$ cat config.mk
export PLATFORM = sky130hd
export DESIGN_NAME = repeating_timer_table_core
export DESIGN_NICKNAME = d
export VERILOG_FILES = /design/src/rtl/rtt_pkg.sv /design/src/rtl/rtt_ctrl.sv /design/src/rtl/rtt_dp.sv /design/src/rtl/repeating_timer_table_core.sv
export SDC_FILE = /design/constraint.sdc
export NUM_CORES = 2
export LEC_CHECK = 0
export ABC_CLOCK_PERIOD_IN_PS = 15900
export BUFFER_PORTS_ARGS = -buffer_cell sky130_fd_sc_hd__buf_2
export CORE_MARGIN = 10
export CORE_UTILIZATION = 58
export DETAILED_ROUTE_END_ITERATION = 12
export PLACE_DENSITY = 0.75
export SETUP_SLACK_MARGIN = 0.3
export SKIP_LAST_GASP = 1
export SYNTH_ARGS = -nofsm -noshare
export SYNTH_HDL_FRONTEND = slang
export SYNTH_SLANG_ARGS = --single-unit
export TNS_END_PERCENT = 20
$ cat constraint.sdc
create_clock -name clk -period 15.9 [get_ports clk]
set_clock_uncertainty 0.15 [all_clocks]
set_input_delay 0 -clock clk [delete_from_list [all_inputs] [get_ports clk]]
set_output_delay 0 -clock clk [all_outputs]
set_load 0.02 [all_outputs]
$ cat src/rtl/rtt_pkg.sv
package rtt_pkg;

  localparam int SLOTS_DEF = 8;

  localparam logic [15:0] CLOCK_KHZ_RST = 16'd16000;
  localparam logic [7:0]  INF_CODE_RST  = 8'd255;

  localparam logic CMD_ELAPSE = 1'b0;
  localparam logic CMD_ADD    = 1'b1;

  localparam logic KIND_FIRE  = 1'b0;
  localparam logic KIND_SCHED = 1'b1;

  localparam logic REG_CLOCK_KHZ = 1'b0;
  localparam logic REG_INF_CODE  = 1'b1;

  localparam logic [15:0] MIN_START = 16'hFFFF;

  typedef enum logic [2:0] {
    ST_IDLE,
    ST_COMPACT,
    ST_AGE,
    ST_APPEND,
    ST_SCHED
  } state_t;

  typedef struct packed {
    logic take;          // latch input item
    logic walk_clear;    // reset walk pointers and minimum
    logic compact_step;
    logic compact_done;
    logic age_step;
    logic zero_elapsed;  // age by zero from now on
    logic append;
    logic set_full;
    logic sched_load;
  } ctrl_cmd_t;

  typedef struct packed {
    logic is_add;
    logic walk_end;
    logic full;
    logic fire;
    logic out_ok;
  } dp_status_t;

endpackage

$ cat src/rtl/rtt_ctrl.sv
module rtt_ctrl (
  input  logic                clk,
  input  logic                rst,
  input  logic                in_valid,
  output logic                in_stall,
  input  rtt_pkg::dp_status_t st,
  output rtt_pkg::ctrl_cmd_t  cmd_o
);

  rtt_pkg::state_t state, state_next;
  logic second, second_next;

  always_ff @(posedge clk) begin
    if (rst) begin
      state  <= rtt_pkg::ST_IDLE;
      second <= 1'b0;
    end else begin
      state  <= state_next;
      second <= second_next;
    end
  end

  always_comb begin
    state_next  = state;
    second_next = second;
    case (state)
      rtt_pkg::ST_IDLE: begin
        if (in_valid) begin
          second_next = 1'b0;
          state_next  = rtt_pkg::ST_COMPACT;
        end
      end
      rtt_pkg::ST_COMPACT: begin
        if (!st.is_add || st.walk_end) state_next = rtt_pkg::ST_AGE;
      end
      rtt_pkg::ST_AGE: begin
        if (st.walk_end) begin
          if (!st.is_add || second || st.full) state_next = rtt_pkg::ST_SCHED;
          else state_next = rtt_pkg::ST_APPEND;
        end
      end
      rtt_pkg::ST_APPEND: begin
        second_next = 1'b1;
        state_next  = rtt_pkg::ST_AGE;
      end
      rtt_pkg::ST_SCHED: begin
        if (st.out_ok) state_next = rtt_pkg::ST_IDLE;
      end
      default: state_next = rtt_pkg::ST_IDLE;
    endcase
  end

  always_comb begin
    cmd_o    = '0;
    in_stall = 1'b1;
    case (state)
      rtt_pkg::ST_IDLE: begin
        in_stall         = 1'b0;
        cmd_o.take       = in_valid;
        cmd_o.walk_clear = in_valid;
      end
      rtt_pkg::ST_COMPACT: begin
        if (!st.is_add) begin
          cmd_o.walk_clear = 1'b1;
        end else if (st.walk_end) begin
          cmd_o.compact_done = 1'b1;
          cmd_o.walk_clear   = 1'b1;
        end else begin
          cmd_o.compact_step = 1'b1;
        end
      end
      rtt_pkg::ST_AGE: begin
        if (st.walk_end) begin
          cmd_o.set_full = st.is_add && !second && st.full;
        end else if (!st.fire || st.out_ok) begin
          cmd_o.age_step = 1'b1;
        end
      end
      rtt_pkg::ST_APPEND: begin
        cmd_o.append       = 1'b1;
        cmd_o.zero_elapsed = 1'b1;
        cmd_o.walk_clear   = 1'b1;
      end
      rtt_pkg::ST_SCHED: begin
        cmd_o.sched_load = st.out_ok;
      end
      default: cmd_o = '0;
    endcase
  end

endmodule

$ cat src/rtl/rtt_dp.sv
module rtt_dp #(
  parameter int SLOTS = rtt_pkg::SLOTS_DEF
) (
  input  logic                clk,
  input  logic                rst,
  input  rtt_pkg::ctrl_cmd_t  cmd_i,
  output rtt_pkg::dp_status_t st,
  input  logic                cfg_we,
  input  logic                cfg_index,
  input  logic [15:0]         cfg_data,
  input  logic                cmd,
  input  logic [15:0]         elapsed_ticks,
  input  logic [15:0]         current_count,
  input  logic [15:0]         delay_ms,
  input  logic [7:0]          repeat_count,
  input  logic [7:0]          command_code,
  input  logic [15:0]         data_tag,
  output logic                out_valid,
  input  logic                out_stall,
  output logic                kind,
  output logic [7:0]          fired_command,
  output logic [15:0]         fired_tag,
  output logic [15:0]         compare_value,
  output logic                table_full,
  output logic                last
);

  localparam int CW = $clog2(SLOTS + 1);
  localparam int IW = (SLOTS > 1) ? $clog2(SLOTS) : 1;
  localparam logic [CW-1:0] SLOTS_C = CW'(SLOTS);

  logic [15:0] clock_khz;
  logic [7:0]  inf_code;

  logic [23:0] rem_mem    [SLOTS];
  logic [22:0] period_mem [SLOTS];
  logic [7:0]  rounds_mem [SLOTS];
  logic [7:0]  cmd_mem    [SLOTS];
  logic [15:0] tag_mem    [SLOTS];

  logic [CW-1:0] active, idx, dst;
  logic          is_add, full;
  logic [15:0]   elapsed, now, delay, tag_r;
  logic [7:0]    rep_r, code_r;
  logic [31:0]   prod;
  logic [15:0]   lowest;

  logic          out_ok;
  logic [IW-1:0] ix, dx, ax;
  logic [23:0]   rem_s;
  logic [7:0]    rnd_s, rnd_new;
  logic [24:0]   diff;
  logic [23:0]   r, r_fin, v;
  logic          fire;

  assign out_ok = !out_valid || !out_stall;
  assign ix = idx[IW-1:0];
  assign dx = dst[IW-1:0];
  assign ax = active[IW-1:0];

  always_comb begin
    rem_s = rem_mem[ix];
    rnd_s = rounds_mem[ix];
    diff  = {rem_s[23], rem_s} - {9'd0, elapsed};
    // saturate at the most negative value
    if (diff[24] && !diff[23]) r = 24'h800000;
    else r = diff[23:0];
    fire = (rnd_s != 8'd0) && (r[23] || (r == 24'd0));
    rnd_new = rnd_s;
    if (fire && rnd_s != inf_code) rnd_new = rnd_s - 8'd1;
    r_fin = r;
    if (fire && rnd_new != 8'd0) r_fin = r + {1'b0, period_mem[ix]};
    v = r_fin[23] ? 24'd0 : r_fin;
  end

  assign st.is_add   = is_add;
  assign st.walk_end = (idx == active);
  assign st.full     = (active >= SLOTS_C);
  assign st.fire     = fire;
  assign st.out_ok   = out_ok;

  always_ff @(posedge clk) begin
    if (rst) begin
      clock_khz <= rtt_pkg::CLOCK_KHZ_RST;
      inf_code  <= rtt_pkg::INF_CODE_RST;
    end else if (cfg_we) begin
      case (cfg_index)
        rtt_pkg::REG_CLOCK_KHZ: clock_khz <= cfg_data;
        rtt_pkg::REG_INF_CODE:  inf_code  <= cfg_data[7:0];
        default: ;
      endcase
    end
  end

  always_ff @(posedge clk) begin
    prod <= delay * clock_khz;
    if (cmd_i.take) begin
      is_add  <= cmd;
      elapsed <= elapsed_ticks;
      now     <= current_count;
      delay   <= delay_ms;
      rep_r   <= repeat_count;
      code_r  <= command_code;
      tag_r   <= data_tag;
      full    <= 1'b0;
    end
    if (cmd_i.zero_elapsed) elapsed <= 16'd0;
    if (cmd_i.set_full) full <= 1'b1;
    if (cmd_i.walk_clear) begin
      idx    <= '0;
      dst    <= '0;
      lowest <= rtt_pkg::MIN_START;
    end
    if (cmd_i.compact_step) begin
      idx <= idx + CW'(1);
      if (rnd_s != 8'd0) begin
        rem_mem[dx]    <= rem_mem[ix];
        period_mem[dx] <= period_mem[ix];
        rounds_mem[dx] <= rnd_s;
        cmd_mem[dx]    <= cmd_mem[ix];
        tag_mem[dx]    <= tag_mem[ix];
        dst <= dst + CW'(1);
      end
    end
    if (cmd_i.age_step) begin
      idx <= idx + CW'(1);
      if (rnd_s != 8'd0) begin
        rem_mem[ix]    <= r_fin;
        rounds_mem[ix] <= rnd_new;
        if (rnd_new != 8'd0 && {8'd0, lowest} > v) lowest <= v[15:0];
      end
    end
    if (cmd_i.append) begin
      period_mem[ax] <= {1'b0, prod[31:10]};
      rem_mem[ax]    <= {2'b00, prod[31:10]};
      rounds_mem[ax] <= rep_r;
      cmd_mem[ax]    <= code_r;
      tag_mem[ax]    <= tag_r;
    end
  end

  always_ff @(posedge clk) begin
    if (rst) begin
      active <= '0;
    end else if (cmd_i.compact_done) begin
      active <= dst;
    end else if (cmd_i.append) begin
      active <= active + CW'(1);
    end
  end

  always_ff @(posedge clk) begin
    if (rst) begin
      out_valid <= 1'b0;
    end else if (cmd_i.sched_load || (cmd_i.age_step && fire)) begin
      out_valid <= 1'b1;
    end else if (!out_stall) begin
      out_valid <= 1'b0;
    end
  end

  always_ff @(posedge clk) begin
    if (cmd_i.age_step && fire) begin
      kind          <= rtt_pkg::KIND_FIRE;
      fired_command <= cmd_mem[ix];
      fired_tag     <= tag_mem[ix];
      compare_value <= 16'd0;
      table_full    <= 1'b0;
      last          <= 1'b0;
    end else if (cmd_i.sched_load) begin
      kind          <= rtt_pkg::KIND_SCHED;
      fired_command <= 8'd0;
      fired_tag     <= 16'd0;
      compare_value <= (now >= lowest) ? now + 16'd2 : lowest;
      table_full    <= full;
      last          <= 1'b1;
    end
  end

endmodule

$ cat src/rtl/repeating_timer_table_core.sv
// Channel | Direction | Handshake          | Payload
// input   | in        | in_valid/in_stall  | cmd elapsed_ticks current_count delay_ms
//         |           |                    | repeat_count command_code data_tag
// output  | out       | out_valid/out_stall| kind fired_command fired_tag compare_value
//         |           |                    | table_full last
// config  | in        | cfg_we             | cfg_index cfg_data
// Elapse item: one aging pass over the slot table; add item: compaction, then one or two
// aging passes. The walk visits one slot a cycle, but an aging step that fires waits for the output.
// Each fire event and the schedule result wait while the output register is held.
// Reset (rst, synchronous) empties the table; slot contents are not cleared.
// A new item is taken once the schedule result is in the output register.
module repeating_timer_table_core #(
  parameter int SLOTS = rtt_pkg::SLOTS_DEF
) (
  input  logic        clk,
  input  logic        rst,
  input  logic        cfg_we,
  input  logic        cfg_index,
  input  logic [15:0] cfg_data,
  input  logic        in_valid,
  output logic        in_stall,
  input  logic        cmd,
  input  logic [15:0] elapsed_ticks,
  input  logic [15:0] current_count,
  input  logic [15:0] delay_ms,
  input  logic [7:0]  repeat_count,
  input  logic [7:0]  command_code,
  input  logic [15:0] data_tag,
  output logic        out_valid,
  input  logic        out_stall,
  output logic        kind,
  output logic [7:0]  fired_command,
  output logic [15:0] fired_tag,
  output logic [15:0] compare_value,
  output logic        table_full,
  output logic        last
);

  rtt_pkg::ctrl_cmd_t  ccmd;
  rtt_pkg::dp_status_t dst;

  rtt_ctrl u_ctrl (
    .clk      (clk),
    .rst      (rst),
    .in_valid (in_valid),
    .in_stall (in_stall),
    .st       (dst),
    .cmd_o    (ccmd)
  );

  rtt_dp #(.SLOTS(SLOTS)) u_dp (
    .clk           (clk),
    .rst           (rst),
    .cmd_i         (ccmd),
    .st            (dst),
    .cfg_we        (cfg_we),
    .cfg_index     (cfg_index),
    .cfg_data      (cfg_data),
    .cmd           (cmd),
    .elapsed_ticks (elapsed_ticks),
    .current_count (current_count),
    .delay_ms      (delay_ms),
    .repeat_count  (repeat_count),
    .command_code  (command_code),
    .data_tag      (data_tag),
    .out_valid     (out_valid),
    .out_stall     (out_stall),
    .kind          (kind),
    .fired_command (fired_command),
    .fired_tag     (fired_tag),
    .compare_value (compare_value),
    .table_full    (table_full),
    .last          (last)
  );

endmodule

==> results by group <==
Status
  • Status: complete, no violations

Hold path
  • Min-Delay Path Class: input port to flip-flop
  • HP Start: out_stall
  • Worst Hold Path Cells: 4
  • Hold Crit Endpoint: u_dp.out_valid

Timing
  • Rel. slew slack: 12.6%
  • Final Hold Viols: 0
  • Minimum clock period: around 11 ns
  • RSZ-0062 raised after global routing: no
  • Max Slew Vio Count: 0
  • Total negative slack: 0 ns
  • Measured slew at the worst slew-check pin: 1.31 ns
  • # setup viols final: 0
  • F_max: approximately 95 MHz
  • Final period util: 66.1%
  • WHS: 0.113 ns

Critical path
  • Startpoint types: flip-flop
  • R2R depth: 35
  • CP max FO: 118
  • Critical path data arrival time: 10.86 ns
  • Critical R2R Capture: u_dp.lowest[15]
  • Slowest stage delay, CP: 0.75 ns
  • CP Capture Type: flip-flop
  • Slowest CP cell: dfxtp_4
  • Setup CP Type: flip-flop to flip-flop
  • Critical Path RT: 16.25 ns
  • R2R Setup Slk: ~5.4 ns

Synth
  • Sequential area share after synthesis: 54.1%
  • Synth warnings: 0
  • Synth cell types: 92
  • Async set-reset flop share out of synthesis: 0%
  • Post-synthesis register bit count: 838
  • Synth Cell Area: approximately 0.044 sq mm
  • EDFF count, synth: ~730
  • Syn Inst Count: 3303
  • Top_reg_cell synth: edfxtp_1
  • Avg Synthesized Cell Area: 13.5 sq um
  • Syn Nets: 3781

Placement
  • Final GP Congestion: 0.890
  • Inst Count DP: 4368
  • Detail Placement HPWL: 71100 um
  • PortBufs: 147

Floorplan
  • Die Span Y: just under 300 um
  • Initial Util: 58.5%
  • I/O pin count: approximately 150
  • Placement Rows: between 100 and 150
  • Core Area: 0.0759 sq mm
  • Chip width: 297 um
  • Full die area: 0.0881 sq mm

Global route
  • First-pass GRT wire length: 179000 um
  • Total gr overflow: 0
  • Largest net degree at the start of global routing: 141
  • Initial antenna violation count: 3
  • Vias in the first global route: 30700
  • Gr usage total: 26.1%

Drt
  • DRT Pass-1 Iters: 7
  • Routed WL: 115000 um
  • Antenna-violating nets left: 0
  • DRC Markers: 0
  • Vias: 28800
  • Starting DRT DRC Count: 2427
  • Vias/cell: 6.02
  • Wire per inst: 24.1 um

Layout
  • Layout Area Growth over Synthesis: 15.9%
  • # fillers: 5047
  • Layout Utilization: 67.8%
  • Storage cell area: 0.0240 sq mm
  • Layout Cells excl Fill: ~4800
  • Final net count: 4147
  • Footprint of the multi-input gates: 0.0188 sq mm
  • Layout cells sized above 1: 15.3%

CTS
  • Clock slew at reported path FFs: 0.06 ns
  • Postcts setup bufs: 0
  • H-tree Lvls: 3
  • Post-cts sizing count: 0
  • CTS Sinks: 838
  • Cts hold-fix bufs: 242
  • CTS tree: built
  • Inserted Clock Buffers: 87
  • Root buf cell: clkbuf_16
  • Clk Latency, worst-skew pair: 0.67 ns
  • Max Root-Sink Buffers: 3

Flow run
  • Max Cap Viol: 0
kinds of logic (layout without fill, tap and decap cells):
logic type / after synthesis / count (layout) / synth area share (%)
adder cells (fa/ha/maj): 375 / 375 / 13.9
AO/OA/AOI/OAI: 405 / 405 / 6.24
multiplexers: 291 / 291 / 11.0
AND/OR/NAND/NOR: 873 / 873 / 9.23
other: 0 / 3 / 0
XOR/XNOR: 86 / 86 / 1.69
flip-flops: 838 / 838 / 54.1
buffers and inverters: 435 / 873 / 3.91
per-layer routing:
layer	part of all wire [%]	track usage, %	up-vias
met4	4.2	11.5	2
met2	50	44.1	1209
met3	6.9	4.84	286
met1	39	32.7	14600
met5	0.010	0	-
li1	-	-	12600
critical path: cells and delay by family, from the launching register on:
family                   cells  cell delay, ns
buffers and inverters        2            0.94
AND/OR/NAND/NOR              9            1.50
AO/OA/AOI/OAI               18            4.19
flip-flops                   1            0.75
multiplexers                 3            1.38
adder cells (fa/ha/maj)      3            1.09
through the flow:
stage / cell area, sq um / setup WS [ns]
6_report: 51500 / 5.39
5_1_grt: 51500 / 4.46
4_1_cts: 51500 / 5.34
3_5_place_dp: 46200 / 5.34
3_3_place_gp: 46200 / 5.41
2_1_floorplan: 44400 / 6.55
cells in the mapped netlist (46+ instances only):
cell,number,area [sq um]
a21oi_1,143,716
inv_1,290,1090
mux2i_1,78,781
edfxtp_1,725,21800
nand3_1,46,230
mux2_2,60,676
and2_1,128,801
dfxtp_1,113,2260
nor2_1,224,841
nand2_1,311,1170
ha_1,180,2250
mux4_2,147,3310
o21ai_0,54,270
clkbuf_1,92,345
fa_1,195,3900
xnor2_1,47,412
area by class of cell:
class	instances	area share (%)
Tap cell	1030	2.50
Multi-Input combinational cell	2030	36.5
Clock inverter	51	1.05
Timing Repair Buffer	421	6.65
Antenna cell	3	0.0146
Inverter	291	2.13
Sequential cell	838	46.7
Clock buffer	110	4.51
layout by cell type, fill, tap and decap left out, types with 88 or more instances in the layout:
master	instances
a21oi_1	142
and2_1	127
buf_2	147
clkbuf_16	88
dfxtp_1	110
dlygate4sd3_1	242
edfxtp_1	725
fa_1	195
ha_1	180
inv_1	290
mux4_2	147
nand2_1	310
nor2_1	215
how the worst max path moves through the flow:
stage               from               to  slack, ns  cells past startpoint
2_1_floorplan  flip-flop   u_dp.lowest[0]       6.55                     39
3_3_place_gp   flip-flop   u_dp.lowest[9]       5.41                     35
3_5_place_dp   flip-flop   u_dp.lowest[2]       5.34                     35
4_1_cts        flip-flop  u_dp.lowest[15]       5.34                     35
5_1_grt        flip-flop  u_dp.lowest[15]       4.46                     35
6_report       flip-flop  u_dp.lowest[15]       5.39                     35
state kept, by name, indices dropped and copies added, names as in the netlist, 3 cells and up, named ones only:
| signal | count |
|---|---|
| u_dp.active | 4 |
| u_dp.cmd_mem | 64 |
| u_ctrl.state | 3 |
| u_dp.fired_tag | 16 |
| u_dp.lowest | 16 |
| u_dp.compare_value | 16 |
| u_dp.dst | 4 |
| u_dp.idx | 4 |
| u_dp.code_r | 8 |
| u_dp.rep_r | 8 |
| u_dp.rounds_mem | 64 |
| u_dp.delay | 16 |
| u_dp.rem_mem | 192 |
| u_dp.period_mem | 184 |
| u_dp.fired_command | 8 |
| u_dp.prod | 22 |
| u_dp.inf_code | 8 |
| u_dp.clock_khz | 16 |
| u_dp.tag_mem | 128 |
| u_dp.now | 16 |
| u_dp.elapsed | 16 |
| u_dp.tag_r | 16 |
Power is not shown: default switching activity piles up to over one toggle a cycle in this logic, so the estimate is an artifact.
